[config.mk]
export PLATFORM = sky130hd
export DESIGN_NAME = sc_mac
export DESIGN_NICKNAME = d
export VERILOG_FILES = /design/src/rtl/core/sc_pkg.sv /design/src/rtl/core/sc_mac.sv
export SDC_FILE = /design/constraint.sdc
export NUM_CORES = 2
export LEC_CHECK = 0
export BUFFER_PORTS_ARGS = -buffer_cell sky130_fd_sc_hd__buf_2
export CORE_MARGIN = 2
export CORE_UTILIZATION = 65
export CTS_CLUSTER_SIZE = 14
export DETAILED_ROUTE_END_ITERATION = 6
export HOLD_SLACK_MARGIN = 0.03
export PLACE_DENSITY = 0.83
export SLEW_MARGIN = 0
export SYNTH_ARGS = -nofsm -noshare
export SYNTH_HDL_FRONTEND = slang
export SYNTH_SLANG_ARGS = --single-unit
[constraint.sdc]
create_clock -name clk_i -period 7.95 [get_ports clk_i]
set_input_delay 1.59 -clock clk_i [delete_from_list [all_inputs] [get_ports clk_i]]
set_output_delay 1.59 -clock clk_i [all_outputs]
set_load 0.05 [all_outputs]
[src/rtl/core/sc_pkg.sv]
// ----------------------------------------------------------------------------
// sc_pkg
// Shared widths, payload structs and sequencer states for the stress
// centrality unit.
// ----------------------------------------------------------------------------
package sc_pkg;

  localparam int MAX_NODES = 64;
  localparam int IDX_W     = $clog2(MAX_NODES);
  localparam int ADDR_W    = 2 * IDX_W;
  localparam int DEPTH     = 2 ** ADDR_W;

  localparam int NODE_W  = 6;
  localparam int NC_W    = 7;
  localparam int DIST_W  = 16;
  localparam int CNT_W   = 32;
  localparam int ACC_W   = 64;

  localparam logic [NC_W-1:0] NC_RESET = NC_W'(64);

  typedef struct packed {
    logic [NODE_W-1:0] row;
    logic [NODE_W-1:0] col;
    logic [DIST_W-1:0] distance;
    logic [CNT_W-1:0]  path_count;
    logic              last;
  } sc_in_t;

  typedef struct packed {
    logic [NODE_W-1:0] node;
    logic [ACC_W-1:0]  stress;
    logic              last_result;
  } sc_out_t;

  typedef struct packed {
    logic [ADDR_W-1:0] addr_a;
    logic [ADDR_W-1:0] addr_b;
    logic [ADDR_W-1:0] addr_c;
  } sc_rd_req_t;

  typedef struct packed {
    logic latch_row;
    logic issue;
    logic clear;
  } sc_mac_ctrl_t;

  typedef enum logic [2:0] {
    ST_LOAD,
    ST_ROW,
    ST_ROWW,
    ST_SCAN,
    ST_DRAIN,
    ST_FLUSH,
    ST_EMIT
  } sc_state_e;

endpackage

[src/rtl/core/sc_mac.sv]
// ----------------------------------------------------------------------------
// sc_mac
// Shared path test and multiply-accumulate: saturating distance compare,
// 32x32 product, saturating 64-bit accumulate.
// ----------------------------------------------------------------------------
module sc_mac
  import sc_pkg::*;
(
  input  logic              clk_i,
  input  logic              rst_ni,
  input  sc_mac_ctrl_t      ctrl_i,
  input  logic [DIST_W-1:0] dist_a_i,
  input  logic [DIST_W-1:0] dist_b_i,
  input  logic [CNT_W-1:0]  cnt_i,
  output logic [ACC_W-1:0]  acc_o
);

  logic [DIST_W-1:0] dji_q;
  logic [CNT_W-1:0]  cji_q;
  logic              v1_q;
  logic              pv_q, pv_d;
  logic [ACC_W-1:0]  prod_q, prod_d;
  logic [ACC_W-1:0]  acc_q, acc_d;
  logic [DIST_W:0]   via_sum;
  logic [DIST_W-1:0] via_sat;
  logic [ACC_W:0]    acc_sum;

  always_comb begin
    via_sum = {1'b0, dji_q} + {1'b0, dist_a_i};
    via_sat = via_sum[DIST_W] ? '1 : via_sum[DIST_W-1:0];
    pv_d    = v1_q && (dist_b_i >= via_sat);
    prod_d  = {{(ACC_W-CNT_W){1'b0}}, cji_q} * {{(ACC_W-CNT_W){1'b0}}, cnt_i};
    acc_sum = {1'b0, acc_q} + {1'b0, prod_q};
    if (ctrl_i.clear) begin
      acc_d = '0;
    end else if (pv_q) begin
      acc_d = acc_sum[ACC_W] ? '1 : acc_sum[ACC_W-1:0];
    end else begin
      acc_d = acc_q;
    end
  end

  always_ff @(posedge clk_i) begin
    if (ctrl_i.latch_row) begin
      dji_q <= dist_a_i;
      cji_q <= cnt_i;
    end
    prod_q <= prod_d;
  end

  always_ff @(posedge clk_i or negedge rst_ni) begin
    if (!rst_ni) begin
      v1_q  <= 1'b0;
      pv_q  <= 1'b0;
      acc_q <= '0;
    end else begin
      v1_q  <= ctrl_i.issue;
      pv_q  <= pv_d;
      acc_q <= acc_d;
    end
  end

  assign acc_o = acc_q;

  a_acc_monotone: assert property (@(posedge clk_i) disable iff (!rst_ni)
    !ctrl_i.clear |=> acc_q >= $past(acc_q))
    else $error("accumulator went down without clear");

  a_prod_tag: assert property (@(posedge clk_i) disable iff (!rst_ni)
    pv_q |-> $past(v1_q))
    else $error("product valid without issued read");

endmodule

After elaboration in Yosys (flattened, before gate mapping). Index checks and enable logic that the tools add are counted.

Input bits: 69. Register bits: 178. Word-level logic and storage cells: 16.

Add/subtract/negate cells: 2. $mul: 1. $lt $le $gt $ge: 1. Reductions and logical operators: 2. Multiplexer cells: 4.

Operators with widths (number): 64-bit 2-to-1 mux (3); 64-bit by 64-bit adder with 65-bit output (1); 32-bit by 32-bit multiplier with 64-bit output (1); 16-bit by 16-bit adder with 17-bit output (1); 16-bit >= comparator (1); 16-bit 2-to-1 mux (1); 2-bit nonzero test (1); 1-bit logical AND (1).

Logic depth before layout (Yosys ltp).
Depth in word-level cells: 4. Gate-level depth with buffers: 30.

Worst setup path after synthesis. No wires, ideal clock.

Path type: input to register. Start point: input cnt_i[9]. End point: register prod_q[63]. Data arrival time: 8283 ps. Required time: 7855 ps. Buffers on the path: 1. Stages on the path: 25. Slack: -428 ps. Path through: clkbuf_1 > and2_1 > fa_1 > fa_1 > inv_1 > fa_1 > fa_1 > inv_1 > fa_1 > fa_1 > fa_1 > inv_1 > fa_1 > inv_1 > ha_1 > nand4_1 > or4_1 > a2111oi_0 > a221oi_1 > nand2_1 > a21oi_1 > o21ai_1 > a21oi_1 > mux2i_1 > a221oi_1.

Cells in the longest elaborated chain, start to end: 1.

RTL lines: from (decl) (line sc_mac.sv:14) `input logic [CNT_W-1:0] cnt_i,`; 32-bit by 32-bit multiplier with 64-bit output (line sc_mac.sv:32) `prod_d = {{(ACC_W-CNT_W){1'b0}}, cji_q} * {{(ACC_W-CNT_W){1'b0}}, cnt_i};`; via prod_d[63] (line sc_mac.sv:22) `logic [ACC_W-1:0] prod_q, prod_d;`; to (signal assigned) (line sc_mac.sv:48) `prod_q <= prod_d;`; to (decl) (line sc_mac.sv:22).

The timed path passes the listed nets, and every way through them passes these cells. A chain may end at the register's enable or synchronous reset.

Worst setup path in the final report.
Start point: input cnt_i[5]. End point: register prod_q[58].

The elaborated chain is that of the path after synthesis.

==> flow_summary.yaml <==
timing:
  final_period_minus_worst_setup_slack_ns: 8.24
  fmax_mhz: 121
  rsz0062_at_grt: "true"
  finalClockSkew_ns: 0.0256
  finalSetupViolCount: 14
  worst_slew_margin_rel: 0.222
  fin_ws_ns: -0.292
  maxSlewViolCount: 0
  worst-slew-pin-transition_ns: 1.17
  finalHoldViolations: 0
  tns_ns: -2.05
  post-route-period-util: 1.04
  fin_worst_hold_slack_ns: 0.500
clock_tree:
  clk_pin_slew_ns: 0.08
  cts_tree: "done"
  clock_latency_ns: 0.51
  htree_num_levels: 4
  clock-root-buffer: "sky130_fd_sc_hd__clkbuf_16"
  cts_made_buffers: 17
  hold_buffers: 0
  cts_num_sinks: 178
  cts_max_path_buffers: 2
placement:
  numPortBuffers: 132
  place.gp.congestion: 0.962
  place_worst_setup_slack_ns: -0.870
  place_hpwl_mm: 94.9
yosys:
  post_synth_top_flop: "sky130_fd_sc_hd__dfrtp_1"
  syn-instance-count: 4674
  synth-seq-cells: 178
  synth.yosys.seq_area_share: 0.100
  async_reset_ff_frac: 0.371
  synth.most_common_cell: "sky130_fd_sc_hd__inv_1"
  post_synth_top_cells: "sky130_fd_sc_hd__inv_1 (901), sky130_fd_sc_hd__fa_1 (898), sky130_fd_sc_hd__and2_1 (616)"
  synth.top_cell.area_share: 0.411
  synth_enable_flop_cells: 48
  area_leader_netlist: "sky130_fd_sc_hd__fa_1"
  synth.lib_cells_used.distinct: 93
  syn-num-nets: 6000
  post_synth_instance_area_um2: 43700
  syn-mean-instance-area_um2: 9.35
  synth.yosys.warnings: 0
  post_synth_main_area_contributors: "sky130_fd_sc_hd__fa_1 (41%), sky130_fd_sc_hd__ha_1 (10%), sky130_fd_sc_hd__and2_1 (8.8%)"
floorplan:
  die_area_um2: 69300
  die-width_um: 263
  io_pins: 133
  num_rows: 95
  die_height_um: 263
  core-area_um2: 66900
  initial_utilization: 0.653
status:
  run_status: "finished, violations left"
  violated_checks: "negative setup slack"
routing:
  drt_iter0_drc: 2729
  detail_route.wl_per_cell_um: 20.8
  route.detailed.drc: 0
  firstDrtPassIters: 6
  ant_nets: 0
  detailroute.via_count: 34214
  routed_wl_mm: 121
  vias_per_cell: 5.89
critical_path:
  timing.rr.start: "cji_q[17]"
  startpoint_to_endpoint_class_of_the_critical_path: "primary input to flop"
  required_ns: 8.32
  crit_start: "cnt_i[5]"
  critical_path_peak_fanout: 7
  setup.reg_to_reg.worst_slack_ns: -0.18
  timing.critical_path.arrival_ns: 8.61
  regToRegEndpoint: "prod_q[58]"
  ff2ff_path_depth: 24
  element_type_at_the_critical_path_start: "primary input"
  cp-end-kind: "flop"
  crit_end: "prod_q[58]"
global_route:
  globalRouteTotalUtil: 0.351
  grt_first_pass_wirelength_mm: 191
  grtUsageMet3: 0.0512
  number_of_global_route_vias_before_repair: 37639
  top_usage_layer: "met2"
  groute.layer.met2.usage: 0.603
  antenna_violations_before_repair: 1
  grt.overflow.total: 0
  grtUsageMet1: 0.407
  grt_start_max_net_pins: 67
final_layout:
  area.growth.synth_to_final_pct: 11.9
  seq_area_um2: 4380
  drive_gt1_frac: 0.168
  final.fill_count: 4457
  num-nets-final: 6245
  antenna_cells_inserted: 0
  multiInputGateArea_um2: 35600
min_path:
  whs_path_depth: 2
  worstHoldPathType: "flop to flop"
job:
  maxCapViolCount: 0
## what timing repair did
| action | CTS | global route |
|---|---|---|
| cloned | 1 | 3 |
| gates resized for setup | 104 | 196 |
| pin swaps | 54 | 167 |
| endpoints found under the hold margin | 0 | 0 |
| endpoints found under the setup margin | 16 | 30 |
| buffers inserted | 13 | 16 |
## cells by family (layout without fill, tap and decap cells)
logic type	Yosys count	after routing	share of synthesized area
xor gates and xnor gates	132	132	0.0265
AOI/OAI and AO/OA	515	515	0.0857
muxes	2	2	0.000458
and+or+nand+nor	1431	1431	0.166
DFF	178	178	0.100
adders and majority gates	1257	1257	0.514
buffers and inverters	1159	1417	0.107
## area by class of cell
class	count	area share
multi-input cells	3337	0.727
flip-flops and latches	178	0.0894
repair buffers	484	0.0797
inverters	901	0.0691
well taps	873	0.0223
clock buffers	18	0.00898
clock inverters	14	0.00332
## per-stage QoR
step	area, um^2	util	std cells
after floorplan	44100	-	4674
after global placement	47000	0.702	5741
after detailed placement	47000	0.702	5741
after CTS	48100	0.718	5787
after global routing	48900	0.731	5805
final	48900	0.731	5805
## metal layers
metal	up-vias	wire, um	share of wire
met5	-	7	0.000058
met4	2	9680	0.080
met3	643	8140	0.067
met2	1638	61000	0.50
met1	17203	42000	0.35
li1	14728	-	-
## sequential cells by signal (all words and copies together), names as in the netlist
| register | flops |
|---|---|
| prod_q | 64 |
| dji_q | 16 |
| v1_q | 1 |
| pv_q | 1 |
| acc_o | 64 |
| cji_q | 32 |
## worst max-delay path: stages
cell	delay, ns
sky130_fd_sc_hd__buf_12	0.12
sky130_fd_sc_hd__buf_12	0.13
sky130_fd_sc_hd__and2_4	0.16
sky130_fd_sc_hd__fa_1	0.51
sky130_fd_sc_hd__fa_1	0.44
sky130_fd_sc_hd__fa_1	0.52
sky130_fd_sc_hd__inv_2	0.05
sky130_fd_sc_hd__fa_1	0.55
sky130_fd_sc_hd__inv_2	0.04
sky130_fd_sc_hd__fa_1	0.56
sky130_fd_sc_hd__fa_1	0.44
sky130_fd_sc_hd__fa_1	0.50
sky130_fd_sc_hd__fa_1	0.66
sky130_fd_sc_hd__ha_4	0.38
sky130_fd_sc_hd__buf_6	0.12
sky130_fd_sc_hd__nand2_2	0.04
sky130_fd_sc_hd__a21oi_2	0.14
sky130_fd_sc_hd__a21oi_2	0.09
sky130_fd_sc_hd__o21a_1	0.15
sky130_fd_sc_hd__a31oi_4	0.24
sky130_fd_sc_hd__a31oi_4	0.17
sky130_fd_sc_hd__o211ai_1	0.25
sky130_fd_sc_hd__a21oi_2	0.10
sky130_fd_sc_hd__o21a_1	0.24
sky130_fd_sc_hd__o31ai_2	0.26
sky130_fd_sc_hd__xnor2_1	0.11
## cell usage in the layout (no fill, tap or decap), drive strengths merged, types with 21 or more instances in the layout
cell    instances
a211oi         80
a21o           66
a21oi         157
and2          619
buf           480
clkbuf         21
dfrtp          66
dfxtp          64
edfxtp         48
fa            898
ha            359
inv           908
nand2         524
nand3          27
nand4          37
nor2          145
nor3           23
o21ai          99
xnor2          81
xor2           51
## worst min path at each step
stage,from,endpoint,slack (ns)
floorplan,v1_q,pv_q,0.47
global placement,v1_q,pv_q,0.49
detailed placement,v1_q,pv_q,0.50
CTS,v1_q,pv_q,0.50
global route,v1_q,pv_q,0.53
finish,v1_q,pv_q,0.50
Power is not shown: default switching activity piles up to over one toggle a cycle in this logic, so the estimate is an artifact.
