==> src/rtl/core/sc_pkg.sv <==
// ----------------------------------------------------------------------------
// sc_pkg
// Shared widths, payload structs and sequencer states for the stress
// centrality unit.
// ----------------------------------------------------------------------------
package sc_pkg;

  localparam int MAX_NODES = 64;
  localparam int IDX_W     = $clog2(MAX_NODES);
  localparam int ADDR_W    = 2 * IDX_W;
  localparam int DEPTH     = 2 ** ADDR_W;

  localparam int NODE_W  = 6;
  localparam int NC_W    = 7;
  localparam int DIST_W  = 16;
  localparam int CNT_W   = 32;
  localparam int ACC_W   = 64;

  localparam logic [NC_W-1:0] NC_RESET = NC_W'(64);

  typedef struct packed {
    logic [NODE_W-1:0] row;
    logic [NODE_W-1:0] col;
    logic [DIST_W-1:0] distance;
    logic [CNT_W-1:0]  path_count;
    logic              last;
  } sc_in_t;

  typedef struct packed {
    logic [NODE_W-1:0] node;
    logic [ACC_W-1:0]  stress;
    logic              last_result;
  } sc_out_t;

  typedef struct packed {
    logic [ADDR_W-1:0] addr_a;
    logic [ADDR_W-1:0] addr_b;
    logic [ADDR_W-1:0] addr_c;
  } sc_rd_req_t;

  typedef struct packed {
    logic latch_row;
    logic issue;
    logic clear;
  } sc_mac_ctrl_t;

  typedef enum logic [2:0] {
    ST_LOAD,
    ST_ROW,
    ST_ROWW,
    ST_SCAN,
    ST_DRAIN,
    ST_FLUSH,
    ST_EMIT
  } sc_state_e;

endpackage

==> src/rtl/core/sc_ctrl.sv <==
// ----------------------------------------------------------------------------
// sc_ctrl
// Sequencer: load phase, then walks node triples (i, j, k), one k per
// cycle, and hands out one result per node.
// ----------------------------------------------------------------------------
module sc_ctrl
  import sc_pkg::*;
(
  input  logic              clk_i,
  input  logic              rst_ni,
  input  logic              in_valid_i,
  input  logic              in_last_i,
  input  logic [NC_W-1:0]   cfg_n_i,
  input  logic              out_ready_i,
  output logic              in_ready_o,
  output logic              out_valid_o,
  output logic [NODE_W-1:0] node_o,
  output logic              last_o,
  output sc_rd_req_t        rd_o,
  output sc_mac_ctrl_t      mac_o
);

  sc_state_e       state_q, state_d;
  logic [IDX_W-1:0] i_q, i_d, j_q, j_d, k_q, k_d;
  logic [NC_W-1:0]  n_q, n_d, n_start, n_m1;
  logic             i_last, j_last, k_last;

  assign n_start = (cfg_n_i > NC_W'(MAX_NODES)) ? NC_W'(MAX_NODES) : cfg_n_i;
  assign n_m1    = n_q - 1'b1;
  assign i_last  = NC_W'(i_q) == n_m1;
  assign j_last  = NC_W'(j_q) == n_m1;
  assign k_last  = NC_W'(k_q) == n_m1;

  always_comb begin
    state_d = state_q;
    i_d     = i_q;
    j_d     = j_q;
    k_d     = k_q;
    n_d     = n_q;
    unique case (state_q)
      ST_LOAD: begin
        if (in_valid_i && in_last_i) begin
          n_d = n_start;
          i_d = '0;
          j_d = '0;
          if (n_start != '0) state_d = ST_ROW;
        end
      end
      ST_ROW: begin
        if (j_q == i_q) begin
          if (j_last) state_d = ST_DRAIN;
          else j_d = j_q + 1'b1;
        end else begin
          state_d = ST_ROWW;
        end
      end
      ST_ROWW: begin
        k_d     = '0;
        state_d = ST_SCAN;
      end
      ST_SCAN: begin
        if (k_last) begin
          if (j_last) begin
            state_d = ST_DRAIN;
          end else begin
            j_d     = j_q + 1'b1;
            state_d = ST_ROW;
          end
        end else begin
          k_d = k_q + 1'b1;
        end
      end
      ST_DRAIN: state_d = ST_FLUSH;
      ST_FLUSH: state_d = ST_EMIT;
      ST_EMIT: begin
        if (out_ready_i) begin
          if (i_last) begin
            state_d = ST_LOAD;
          end else begin
            i_d     = i_q + 1'b1;
            j_d     = '0;
            state_d = ST_ROW;
          end
        end
      end
      default: state_d = ST_LOAD;
    endcase
  end

  always_comb begin
    in_ready_o      = state_q == ST_LOAD;
    out_valid_o     = state_q == ST_EMIT;
    node_o          = NODE_W'(i_q);
    last_o          = i_last;
    rd_o.addr_a     = {i_q, k_q};
    rd_o.addr_b     = {j_q, k_q};
    rd_o.addr_c     = {i_q, k_q};
    mac_o.latch_row = state_q == ST_ROWW;
    mac_o.issue     = (state_q == ST_SCAN) && (k_q != i_q) && (k_q != j_q);
    mac_o.clear     = (state_q == ST_LOAD) || ((state_q == ST_EMIT) && out_ready_i);
    if (state_q == ST_ROW) begin
      rd_o.addr_a = {j_q, i_q};
      rd_o.addr_c = {j_q, i_q};
    end
  end

  always_ff @(posedge clk_i or negedge rst_ni) begin
    if (!rst_ni) begin
      state_q <= ST_LOAD;
      i_q     <= '0;
      j_q     <= '0;
      k_q     <= '0;
      n_q     <= '0;
    end else begin
      state_q <= state_d;
      i_q     <= i_d;
      j_q     <= j_d;
      k_q     <= k_d;
      n_q     <= n_d;
    end
  end

  a_scan_range: assert property (@(posedge clk_i) disable iff (!rst_ni)
    (state_q == ST_SCAN) |-> (NC_W'(i_q) < n_q) && (NC_W'(j_q) < n_q)
                             && (NC_W'(k_q) < n_q) && (i_q != j_q))
    else $error("triple walk out of range");

  a_emit_done: assert property (@(posedge clk_i) disable iff (!rst_ni)
    (state_q == ST_EMIT) |-> $past(state_q == ST_FLUSH) || $past(state_q == ST_EMIT))
    else $error("result shown before pipeline drained");

endmodule

==> config.mk <==
export PLATFORM = sky130hd
export DESIGN_NAME = sc_ctrl
export DESIGN_NICKNAME = d
export VERILOG_FILES = /design/src/rtl/core/sc_pkg.sv /design/src/rtl/core/sc_ctrl.sv
export SDC_FILE = /design/constraint.sdc
export NUM_CORES = 1
export LEC_CHECK = 0
export BUFFER_PORTS_ARGS = -buffer_cell sky130_fd_sc_hd__buf_4
export CAP_MARGIN = 20
export CORE_MARGIN = 5
export CORE_UTILIZATION = 54
export CTS_CLUSTER_SIZE = 28
export DETAILED_ROUTE_END_ITERATION = 12
export PLACE_DENSITY = 0.79
export SLEW_MARGIN = 20
export SYNTH_ARGS = -nofsm -noshare
export SYNTH_HDL_FRONTEND = slang
export SYNTH_SLANG_ARGS = --single-unit
==> constraint.sdc <==
create_clock -name clk_i -period 3.5 [get_ports clk_i]
set_input_delay 0 -clock clk_i [delete_from_list [all_inputs] [get_ports clk_i]]
set_output_delay 0 -clock clk_i [all_outputs]
set_load 0.01 [all_outputs]
-- Word-level counts from Yosys, hierarchy flattened
Index checks and enable logic that the tools add are counted.
- add/subtract/negate cells: 4
- $lt $le $gt $ge: 1
- shift operators: 0
- reductions and logical operators: 15
- divide/modulo/power cells: 0
- muxes and demuxes: 23
- $mul: 0
- equality and inequality tests: 20
- bitwise operators: 0
- operators by type and width (cell ; number):
    two-way mux 6 bit ; 9
    one-hot mux 6 bit (2 select lines) ; 2
    one-hot mux 6 bit (4 select lines) ; 1
    == test 6 x 7 -> 1 bit ; 3
    two-way mux 3 bit ; 7
    one-hot mux 3 bit (7 select lines) ; 1
    adder 6 x 1 -> 6 bit, second input constant ; 3
    two-way mux 12 bit ; 1
    != test 6 bit ; 2
    != test 2 bit, second input constant ; 5
    == test 3 bit, second input constant ; 3
    greater-than comparator 7 bit, second input constant ; 1
    two-way mux 7 bit ; 1
    nonzero test 7 bit ; 1
    subtractor 7 x 1 -> 7 bit, second input constant ; 1
    == test 3 x 2 -> 1 bit, second input constant ; 2
    == test 6 bit ; 1
    AND reduction 6 bit ; 1
    AND reduction 5 bit ; 1
    logical AND 1 bit ; 4
    != test 2 x 1 -> 1 bit, second input constant ; 2
    AND reduction 2 bit ; 2
    AND reduction 4 bit ; 1
    nonzero test 2 bit ; 2
    6 further kinds ; 6
- memories: 0
- bits in latches: 0
- ROM bits: 0
- bits of input ports: 12
- logic and storage cells: 68
- output and inout bits: 48
- memory bits (writable): 0
- register bits: 28

-- Logic depth before layout (Yosys ltp)
Gate-level depths: netlist of the first run.
- depth in word-level cells: 6
- mapped depth: 10
- depth with buffers taken out: 9

-- Worst setup path after synthesis of the first run
Ideal clock, no wire load.
- path type: register to register
- start point: register n_q[0]
- end point: register j_q[0]
- stages on the path, launching flop included: 11
- library setup time: 125 ps
- clock period less this slack: 2978 ps
- data required time: 3375 ps
- arrival: 2852 ps
- buffers on the path: 1
- setup slack: 522 ps
- cells stage by stage: dfrtp_1 -> inv_1 -> ha_1 -> buf_6 -> or3b_4 -> o31a_1 -> or4b_1 -> o311a_4 -> nor2_8 -> nand2b_4 -> mux2_4
- word-level cells in the longest chain between the ends: 5
- elaborated cells between the ends (all ways): 11
- ends and longest elaborated chain (element ; line ; text):
    start: declaration ; sc_ctrl.sv:25 ; logic [NC_W-1:0] n_q, n_d, n_start, n_m1;
    start signal: assignment ; sc_ctrl.sv:119 ; n_q <= n_d;
    subtractor 7 x 1 -> 7 bit (*) ; sc_ctrl.sv:29 ; assign n_m1 = n_q - 1'b1;
    == test 6 x 7 -> 1 bit ; sc_ctrl.sv:31 ; assign j_last = NC_W'(j_q) == n_m1;
    two-way mux 6 bit ; -- ;
    two-way mux 6 bit, on equally long branches ; -- ;
    one-hot mux 6 bit (4 select lines) ; -- ;
    end signal: assignment ; sc_ctrl.sv:117 ; j_q <= j_d;
    end: declaration ; sc_ctrl.sv:24 ; logic [IDX_W-1:0] i_q, i_d, j_q, j_d, k_q, k_d;
Mark *: on every way between the ends. The rest lies on a longest branch, timed or not. The select of a mux whose other input is x is not followed.
A chain may end at the register's enable or synchronous reset.

-- Worst setup path after layout of the first run
Same ends and word-level chain as after synthesis.

==> summary.md, run 1 <==
| Metric | Value |
|---|---|
| Achievable Freq | 304 MHz |
| Post-synthesis sequential area ratio | 0.288 |
| Final nets | 330 |
| Final Cycle Share | 0.941 |
| Setup CP Type | flop to flop |
| Htree depth | 1 |
| Register bit total from synthesis | 28 |
| Vias | 2,166 |
| Worst R2R Start | n_q[0] |
| Setup crit start | n_q[0] |
| Post-synth EDFFs | 0 |
| Core area | 4350 µm² |
| Hold Crit Class | input pin to flop |
| Largest net degree at the start of global routing | 29 |
| Worst ir drop on vdd | 0.000502 V |
| Post-Syn Area | 2430 µm² |
| Initial Util | 0.558 |
| First-pass GRT wire length | 10,900 µm |
| Power per cell area | 960 nW/µm² |
| Antenna violations before repair | 0 |
| Predominant post-synthesis flop cell | dfrtp_1 |
| Dpl hpwl | 4750 µm |
| Die X | 77.1 µm |
| RSZ-0062 raised after global routing | no |
| ANT nets after route | 0 |
| Final Hold Vio Count | 0 |
| Yosys cell types | 49 |
| Synth-to-layout area growth | 18.8% |
| Flop2flop setup slack | 0.21 ns |
| Max-cap check violation count | 0 |
| Worst Path Arrival | 3.47 ns |
| Worst Path Required | 3.67 ns |
| Post-Syn Area per Cell | 8.68 µm² |
| Residual DRC count | 0 |
| Worst Skew | 0.00678 ns |
| Cells after DPL | 355 |
| WL/cell | 18.0 µm |
| Crit-path max FO | 6 |
| CTS tree | built |
| Layout cells sized above 1 | 0.294 |
| Clock Tree Buf Depth | 2 |
| Cell Chain, Critical Path | inv_1 > ha_1 > or3b_4 > o31a_1 > nor4_2 > nand4_1 > a211oi_4 > nand2b_4 > mux2_4 |
| Min Tclk post-route | 3.29 ns |
| Iteration-0 DRC Markers | 140 |
| # rows | 24 |
| Yosys top cell by area | dfrtp_1 |
| Syn Nets | 296 |
| Fin Setup TNS | 0 ns |
| Pre-CTS setup slack | 0.258 ns |
| GRT Util Overall | 0.221 |
| Root Buffer | clkbuf_8 |
| Final setup margin | 0.206 ns |
| TritonCTS Buffers | 3 |
| Largest stage delay, worst path | 0.46 ns |
| Worst-skew pair later-pin latency | 0.28 ns |
| Chip height | 77.1 µm |
| Setup crit end kind | flop |
| Ys async rst share | 1.00 |
| Largest cells by area after synthesis | dfrtp_1 (29%), xor2_1 (9.7%), xnor2_1 (6.5%) |
| Worst hold slack | 0.0172 ns |
| Io pins | 60 |
| Drt first pass iters | 4 |
| Tot Pwr | 0.00277 W |
| Final Setup Violations | 0 |
| Setup bufs post-CTS | 0 |
| # port buffers | 59 |
| Crit-path slowest cell | dfrtp_1 |
| Worst reg2reg path depth | 9 |
| Reg2Reg Capture Point | j_q[0] |
| Outcome | completed |
| Share of the synthesized area in the top cell type | 0.288 |
| Ant. Diodes | 0 |
| Die area | 5940 µm² |
| Mapped Cells | 280 |
| Worst slew margin | 0.285 |
| Worst-Margin Slew | 1.07 ns |
| Critical path capture point | j_q[0] |
| Total number of clock tree sinks | 28 |
| CP Launch Type | flop |
| Yosys warns | 0 |
| Routed WL | 6570 µm |
| Leak | 1.37 nW |
| Clock transition at path regs | 0.10 ns |
| Post-route insts no fill | 365 |
| Routability cong. | 1.04 |
| Max Slew Vio Count | 0 |
| Vias in the first global route | 2,201 |
| Via density | 5.93 |
| GRT overflow | 0 |
[flip-flops by register name, summed over array words and instances, names as in the netlist]
signal and count:
j_q 6, k_q 6, state_q 3, node_o 6, n_q 7
[Yosys cell counts (4+ instances only)]
cell,instances
nand3_1,9
nor3_1,7
nor2_1,14
xor2_1,27
nand4_1,7
mux2_2,12
nand2_1,23
nand3b_1,4
buf_4,13
xnor2_1,18
and3_1,4
nor4_1,5
o21ai_0,18
dfrtp_1,28
ha_1,4
inv_1,13
a21oi_1,8
clkbuf_1,20
a31oi_1,4
[per-layer routing]
layer	wire length, µm	up-vias	GRT usage
met5	0	-	0
met4	128	0	0.0739
met3	587	13	0.0550
met2	3210	111	0.359
met1	2640	1035	0.285
li1	-	1007	-
[worst min-delay path by stage]
stage,startpoint,to,slack [ns],depth (start not counted)
floorplan,rst_ni,j_q[0],-0.30,0
global placement,rst_ni,n_q[2],-0.06,1
detailed placement,rst_ni,n_q[2],-0.06,1
CTS,cfg_n_i[1],n_q[1],0.01,3
global route,cfg_n_i[3],n_q[3],0.02,3
finish,cfg_n_i[1],n_q[1],0.02,3
[logic make-up after synthesis]
group           Yosys count  share of synthesized area
compound gates           44                      0.118
xor+xnor                 48                      0.190
fa+ha+maj                 4                     0.0206
buf+inv                  52                      0.110
flops                    28                      0.288
mux                      14                     0.0659
simple gates             90                      0.206
[layout make-up]
| type | instances | area, µm² |
|---|---|---|
| flip-flops and latches | 28 | 701 |
| multi-input cells | 200 | 1480 |
| repair buffers | 68 | 526 |
| clock buffers | 3 | 41.3 |
| clock inverters | 1 | 30.0 |
| well taps | 52 | 65.1 |
| inverters | 13 | 48.8 |
| fillers | 358 | 1470 |
[what timing repair did]
action                                  CTS  global route
hold endpoints to repair                 33             0
hold buffers                              6             0
endpoints found under the setup margin    0             1
gates resized for setup                   0             2
[metrics by stage]
| step | utilization | cell area [µm²] |
|---|---|---|
| 6_report | 0.663 | 2890 |
| 3_5_place_dp | 0.630 | 2740 |
| 5_1_grt | 0.663 | 2890 |
| 4_1_cts | 0.660 | 2870 |
| 3_3_place_gp | 0.630 | 2740 |
| 2_1_floorplan | - | 2430 |
[cell usage in the layout, fill, tap and decap left out, drive strengths merged, types with 5 or more instances in the layout]
cell type,instances
nor4,6
mux2,13
xor2,27
dlygate4sd3,6
a21oi,8
nand2,23
nor2,15
or3,5
o21ai,18
nand3,9
buf,62
nor3,8
inv,13
xnor2,18
nand4,7
dfrtp,28
[critical path: cells and delay by family (launching register included)]
kind | cells | cell delay, ns
buf+inv | 1 | 0.12
compound gates | 2 | 0.67
mux | 1 | 0.30
fa+ha+maj | 1 | 0.33
flops | 1 | 0.46
simple gates | 4 | 1.30
[where the power goes]
part           leakage, nW  switching (W)  total [W]  internal, W
clock               0.0357       0.000105   0.000258     0.000153
combinational        0.985       0.000873    0.00174     0.000869
sequential           0.347       0.000327   0.000774     0.000446
total                 1.37        0.00130    0.00277      0.00147
(Power assumes the default switching activity.)
==> inputs of run 2 (changes only) <==
Settings changed: CORE_UTILIZATION 54 to 40, PLACE_DENSITY 0.79 to 0.61.
==> run 2 against run 1 <==
Against the previous run:
- worst hold slack lost 0.0036 ns
- register-to-register slack gained 0.04 ns
- die area grew 30%
- critical path depth is the same
- worst setup slack gained 0.041 ns
- clock skew shrank 0.00082 ns
- sequential share of layout area is essentially flat
- first-iteration DRC count shrank 24%
- flip-flop and latch count is the same
- total power shrank 5.5%
- critical path type unchanged
- largest cell class unchanged
- largest power group unchanged
==> summary.md, run 2 (synthesized netlist as in run 1, its figures left out) <==
| Metric | Value |
|---|---|
| Vias in the first global route | 2,082 |
| Worst-Margin Slew | 1.01 ns |
| Outcome | completed |
| Leak | 1.36 nW |
| Pre-CTS setup slack | 0.305 ns |
| Total number of clock tree sinks | 28 |
| Post-route insts no fill | 389 |
| RSZ-0062 raised after global routing | no |
| Worst Path Arrival | 3.42 ns |
| Comb power frac | 0.637 |
| Cell Chain, Critical Path | inv_1 > ha_1 > or3b_4 > o31a_1 > or4b_1 > o311a_4 > nor2_8 > nand2b_4 > mux2_4 |
| Residual DRC count | 0 |
| Crit-path max FO | 8 |
| Io pins | 60 |
| Biggest register | n_q |
| Int Pwr | 0.00138 W |
| Largest stage delay, worst path | 0.57 ns |
| WL/cell | 16.7 µm |
| Chip height | 88.0 µm |
| Sw Pwr | 0.00124 W |
| Clock transition at path regs | 0.09 ns |
| Worst Skew | 0.00596 ns |
| Via density | 5.37 |
| Iteration-0 DRC Markers | 106 |
| Die X | 88.0 µm |
| Worst slew margin | 0.324 |
| Min Tclk post-route | 3.25 ns |
| Vias | 2,089 |
| Fin Setup TNS | 0 ns |
| Routability cong. | 0.827 |
| Fill count | 603 |
| GRT overflow | 0 |
| Max Slew Vio Count | 0 |
| Post-CTS Resized | 0 |
| Setup crit end kind | flop |
| CP Launch Type | flop |
| Antenna violations before repair | 0 |
| Crit-path slowest cell | or4b_1 |
| Crit path max-delay family | simple AND/OR/NAND/NOR gates |
| Routed WL | 6490 µm |
| Largest net degree at the start of global routing | 29 |
| Clock Tree Buf Depth | 2 |
| Hold Crit Class | input pin to flop |
| CTS tree | built |
| Final Cycle Share | 0.929 |
| Drt first pass iters | 4 |
| Largest register FFs | 7 |
| Commonest non-fill, non-tap cell in the layout | buf_4 |
| First-pass GRT wire length | 10,700 µm |
| Sw Ratio | 0.473 |
| Setup CP Type | flop to flop |
| Core area | 5920 µm² |
| # port buffers | 59 |
| Final setup margin | 0.248 ns |
| Initial Util | 0.411 |
| Clock power share | 0.067 |
| GRT Util Overall | 0.178 |
| Ant. Diodes | 0 |
| Worst-skew pair later-pin latency | 0.27 ns |
| Tot Pwr | 0.00262 W |
| Root Buffer | clkbuf_8 |
| Max-cap check violation count | 0 |
| Synth-to-layout area growth | 19.0% |
| ANT nets after route | 0 |
| Cells after DPL | 378 |
| Crit path buf inv count | 1 |
| Commonest cells after routing, fill and taps aside | buf_4 (62), dfrtp_1 (28), xor2_1 (27) |
| Power per cell area | 906 nW/µm² |
| Final nets | 332 |
| Worst Path Required | 3.66 ns |
| # rows | 28 |
| Worst ir drop on vdd | 0.000416 V |
| Die area | 7740 µm² |
| Final Setup Violations | 0 |
| Htree depth | 1 |
| Final Hold Vio Count | 0 |
| Dpl hpwl | 4830 µm |
| Achievable Freq | 307 MHz |
| Layout cells sized above 1 | 0.287 |
| TritonCTS Buffers | 3 |
| Sequential share of power | 0.297 |
run 2: layout make-up:
| type | count | area (µm²) | area share |
|---|---|---|---|
| Tap cell | 75 | 93.8 | 0.0324 |
| Sequential cell | 28 | 701 | 0.242 |
| Clock buffer | 3 | 41.3 | 0.0143 |
| Timing Repair Buffer | 70 | 546 | 0.189 |
| Inverter | 13 | 48.8 | 0.0169 |
| Multi-Input combinational cell | 200 | 1460 | 0.506 |
run 2: worst min-delay path, stage by stage:
cell,delay (ns)
buf_4,0.09
nand3b_1,0.09
o21ai_0,0.08
run 2: repair_timing:
item	4_1_cts	5_1_grt
hold buffers	8	0
buffers inserted	0	0
hold endpoints to repair	35	0
run 2: per-layer routing:
layer | part of all wire | vias to the layer above | GRT usage
met5 | 0 | - | 0
met4 | 0.0094 | 0 | 0.0377
met1 | 0.45 | 989 | 0.239
met2 | 0.47 | 76 | 0.308
li1 | - | 1018 | -
met3 | 0.075 | 6 | 0.0207
run 2: per-stage QoR:
| stage | area [µm²] | hold slack [ns] | util |
|---|---|---|---|
| after floorplan | 2430 | -0.296 | - |
| after global placement | 2770 | -0.0495 | 0.468 |
| after detailed placement | 2770 | -0.0509 | 0.468 |
| after CTS | 2890 | 0.0135 | 0.489 |
| after global routing | 2890 | 0.0283 | 0.489 |
| final | 2890 | 0.0136 | 0.489 |
run 2: path summary, 6_finish.rpt:
kind	from	endpoint	slack (ns)	cells after the start
setup / recovery	n_q[0]	j_q[0]	0.25	9
hold / removal	cfg_n_i[2]	n_q[2]	0.01	3
max in group asynchronous	rst_ni	j_q[2]	3.03	2
min in group asynchronous	rst_ni	node_o[0]	0.19	2
hold reg to reg	n_q[6]	n_q[6]	0.54	2
setup reg to reg	n_q[0]	j_q[0]	0.25	9
run 2: power by group through the flow:
stage / sequential (W) / clock (W) / combinational, W
detailed placement: 0.000783 / 0 / 0.00166
global placement: 0.000784 / 0 / 0.00165
floorplan: 0.000568 / 0 / 0.00139
finish: 0.000777 / 0.000175 / 0.00167
global route: 0.000817 / 0.000195 / 0.00185
CTS: 0.000778 / 0.000180 / 0.00168
==> inputs of run 3 (changes only) <==
Settings changed: CORE_MARGIN 5 to 2.
Clock period 3.5 ns to 4.2 ns, I/O delays scaled along.
==> run 3 against run 2 <==
Against the previous run:
- clock power hardly changed
- via count hardly changed
- die area is 13% lower
- wire length is 1.3% higher
- register-to-register slack better by 0.70 ns
- worst setup slack better by 0.70 ns
- critical path depth stayed put
- sequential power is 14% lower
- maximum frequency hardly changed
- final cell count stayed put
- sequential share of layout area is 0.073 points lower
- largest power group unchanged
==> summary.md, run 3 (synthesized netlist as in run 1, its figures left out) <==
| Metric | Value |
|---|---|
| Outcome | completed |
| Worst Skew | 0.00351 ns |
| Placed inst area | 2760 µm² |
| CTS tree | built |
| Chip height | 82.0 µm |
| Final Setup Violations | 0 |
| Vias in the first global route | 1,963 |
| GRT overflow | 0 |
| Worst hold slack | 0.170 ns |
| CP Launch Type | flop |
| Final nets | 331 |
| Antenna violations before repair | 0 |
| Final Hold Vio Count | 0 |
| ANT nets after route | 0 |
| # port buffers | 59 |
| Iteration-0 DRC Markers | 95 |
| Largest stage delay, worst path | 0.46 ns |
| Setup CP Type | flop to flop |
| Routed WL | 6580 µm |
| Hold_buf cts | 9 |
| Crit-path max FO | 6 |
| WHS Path Cells | 3 |
| Max Slew Vio Count | 0 |
| TritonCTS Buffers | 3 |
| Post-route cell area | 2900 µm² |
| Setup crit end kind | flop |
| GRT Util Overall | 0.208 |
| Worst reg2reg path depth | 9 |
| Final Cycle Share | 0.775 |
| WL/cell | 16.9 µm |
| Hold_sp | in_last_i |
| Initial Util | 0.413 |
| Root Buffer | clkbuf_8 |
| # rows | 28 |
| Power per cell area | 766 nW/µm² |
| Clock transition at path regs | 0.10 ns |
| Hold Path End | n_q[4] |
| Max-cap check violation count | 0 |
| Worst slew margin | 0.351 |
| Clock Tree Buf Depth | 2 |
| Die X | 82.0 µm |
| Pre-CTS setup slack | 0.987 ns |
| Largest register FFs | 7 |
| Synth-to-layout area growth | 19.4% |
| Achievable Freq | 307 MHz |
| Die area | 6720 µm² |
| Worst-skew pair later-pin latency | 0.28 ns |
| Leak | 1.36 nW |
| Fin Setup TNS | 0 ns |
| Setup bufs post-CTS | 0 |
| Htree depth | 1 |
| Largest net degree at the start of global routing | 29 |
| Core area | 5890 µm² |
| Commonest non-fill, non-tap cell in the layout | buf_4 |
| Reg2Reg Capture Point | j_q[0] |
| Vias | 2,087 |
| Layout cells sized above 1 | 0.283 |
| Post-CTS Resized | 0 |
| Dpl hpwl | 4720 µm |
| Commonest cells after routing, fill and taps aside | buf_4 (60), dfrtp_1 (28), xor2_1 (27) |
| Worst R2R Start | n_q[0] |
| First-pass GRT wire length | 10,500 µm |
| Hold Crit Class | input pin to flop |
| Worst-Margin Slew | 0.970 ns |
| Ant. Diodes | 0 |
| Worst ir drop on vdd | 0.000280 V |
| Tot Pwr | 0.00222 W |
| Total number of clock tree sinks | 28 |
| Drt first pass iters | 4 |
| Flop2flop setup slack | 0.94 ns |
| Final setup margin | 0.945 ns |
| Worst Path Arrival | 3.42 ns |
| Biggest register | n_q |
| Io pins | 60 |
| Crit-path slowest cell | a211oi_2 |
| Cell Chain, Critical Path | inv_1 > ha_1 > or3b_4 > o31a_1 > nor4_1 > nand4_1 > a211oi_2 > nand2b_4 > mux2_4 |
| Worst Path Required | 4.37 ns |
| Via density | 5.37 |
| Residual DRC count | 0 |
| Routability cong. | 0.777 |
| Min Tclk post-route | 3.26 ns |
| RSZ-0062 raised after global routing | no |
[run 3: changes by cell type in the layout (fill, tap and decap cells not counted), sizes merged]
cell	before	now
dlygate4sd3	8	9
buf	62	60
clkbuf	3	4
[run 3: critical path: cells and delay by family (launching register included)]
kind / cells / cell delay (ns)
flops: 1 / 0.45
buf+inv: 1 / 0.10
fa+ha+maj: 1 / 0.31
compound gates: 2 / 0.75
mux: 1 / 0.30
simple gates: 4 / 1.23
[run 3: cell type report]
type,count,area [µm²]
Clock buffer,4,55.1
Timing Repair Buffer,69,541
Multi-Input combinational cell,200,1460
Fill cell,588,2980
Sequential cell,28,701
Tap cell,75,93.8
Inverter,13,48.8
[run 3: power by group]
part | total (W) | internal [W] | switching (W) | leakage, nW
clock network | 0.000173 | 0.0000841 | 0.0000889 | 0.0288
registers | 0.000672 | 0.000371 | 0.000301 | 0.347
logic | 0.00138 | 0.000712 | 0.000665 | 0.989
total | 0.00222 | 0.00117 | 0.00106 | 1.36
[run 3: worst max path at each step]
stage | start | endpoint | cells past startpoint
6_report | n_q[0] | j_q[0] | 9
2_1_floorplan | n_q[0] | j_q[0] | 10
5_1_grt | n_q[0] | j_q[0] | 9
3_3_place_gp | n_q[0] | j_q[0] | 9
4_1_cts | n_q[0] | j_q[0] | 9
3_5_place_dp | n_q[0] | j_q[0] | 9
[run 3: stage by stage]
step,utilization,instances
2_1_floorplan,-,280
3_3_place_gp,0.468,376
3_5_place_dp,0.468,376
4_1_cts,0.493,389
5_1_grt,0.493,389
6_report,0.493,389
[run 3: per-layer routing]
| layer | vias to the layer above | track usage | wire length (µm) |
|---|---|---|---|
| met5 | - | 0 | 0 |
| met3 | 6 | 0.0187 | 328 |
| li1 | 1015 | - | - |
| met4 | 0 | 0.0350 | 71 |
| met1 | 995 | 0.288 | 3090 |
| met2 | 71 | 0.359 | 3090 |
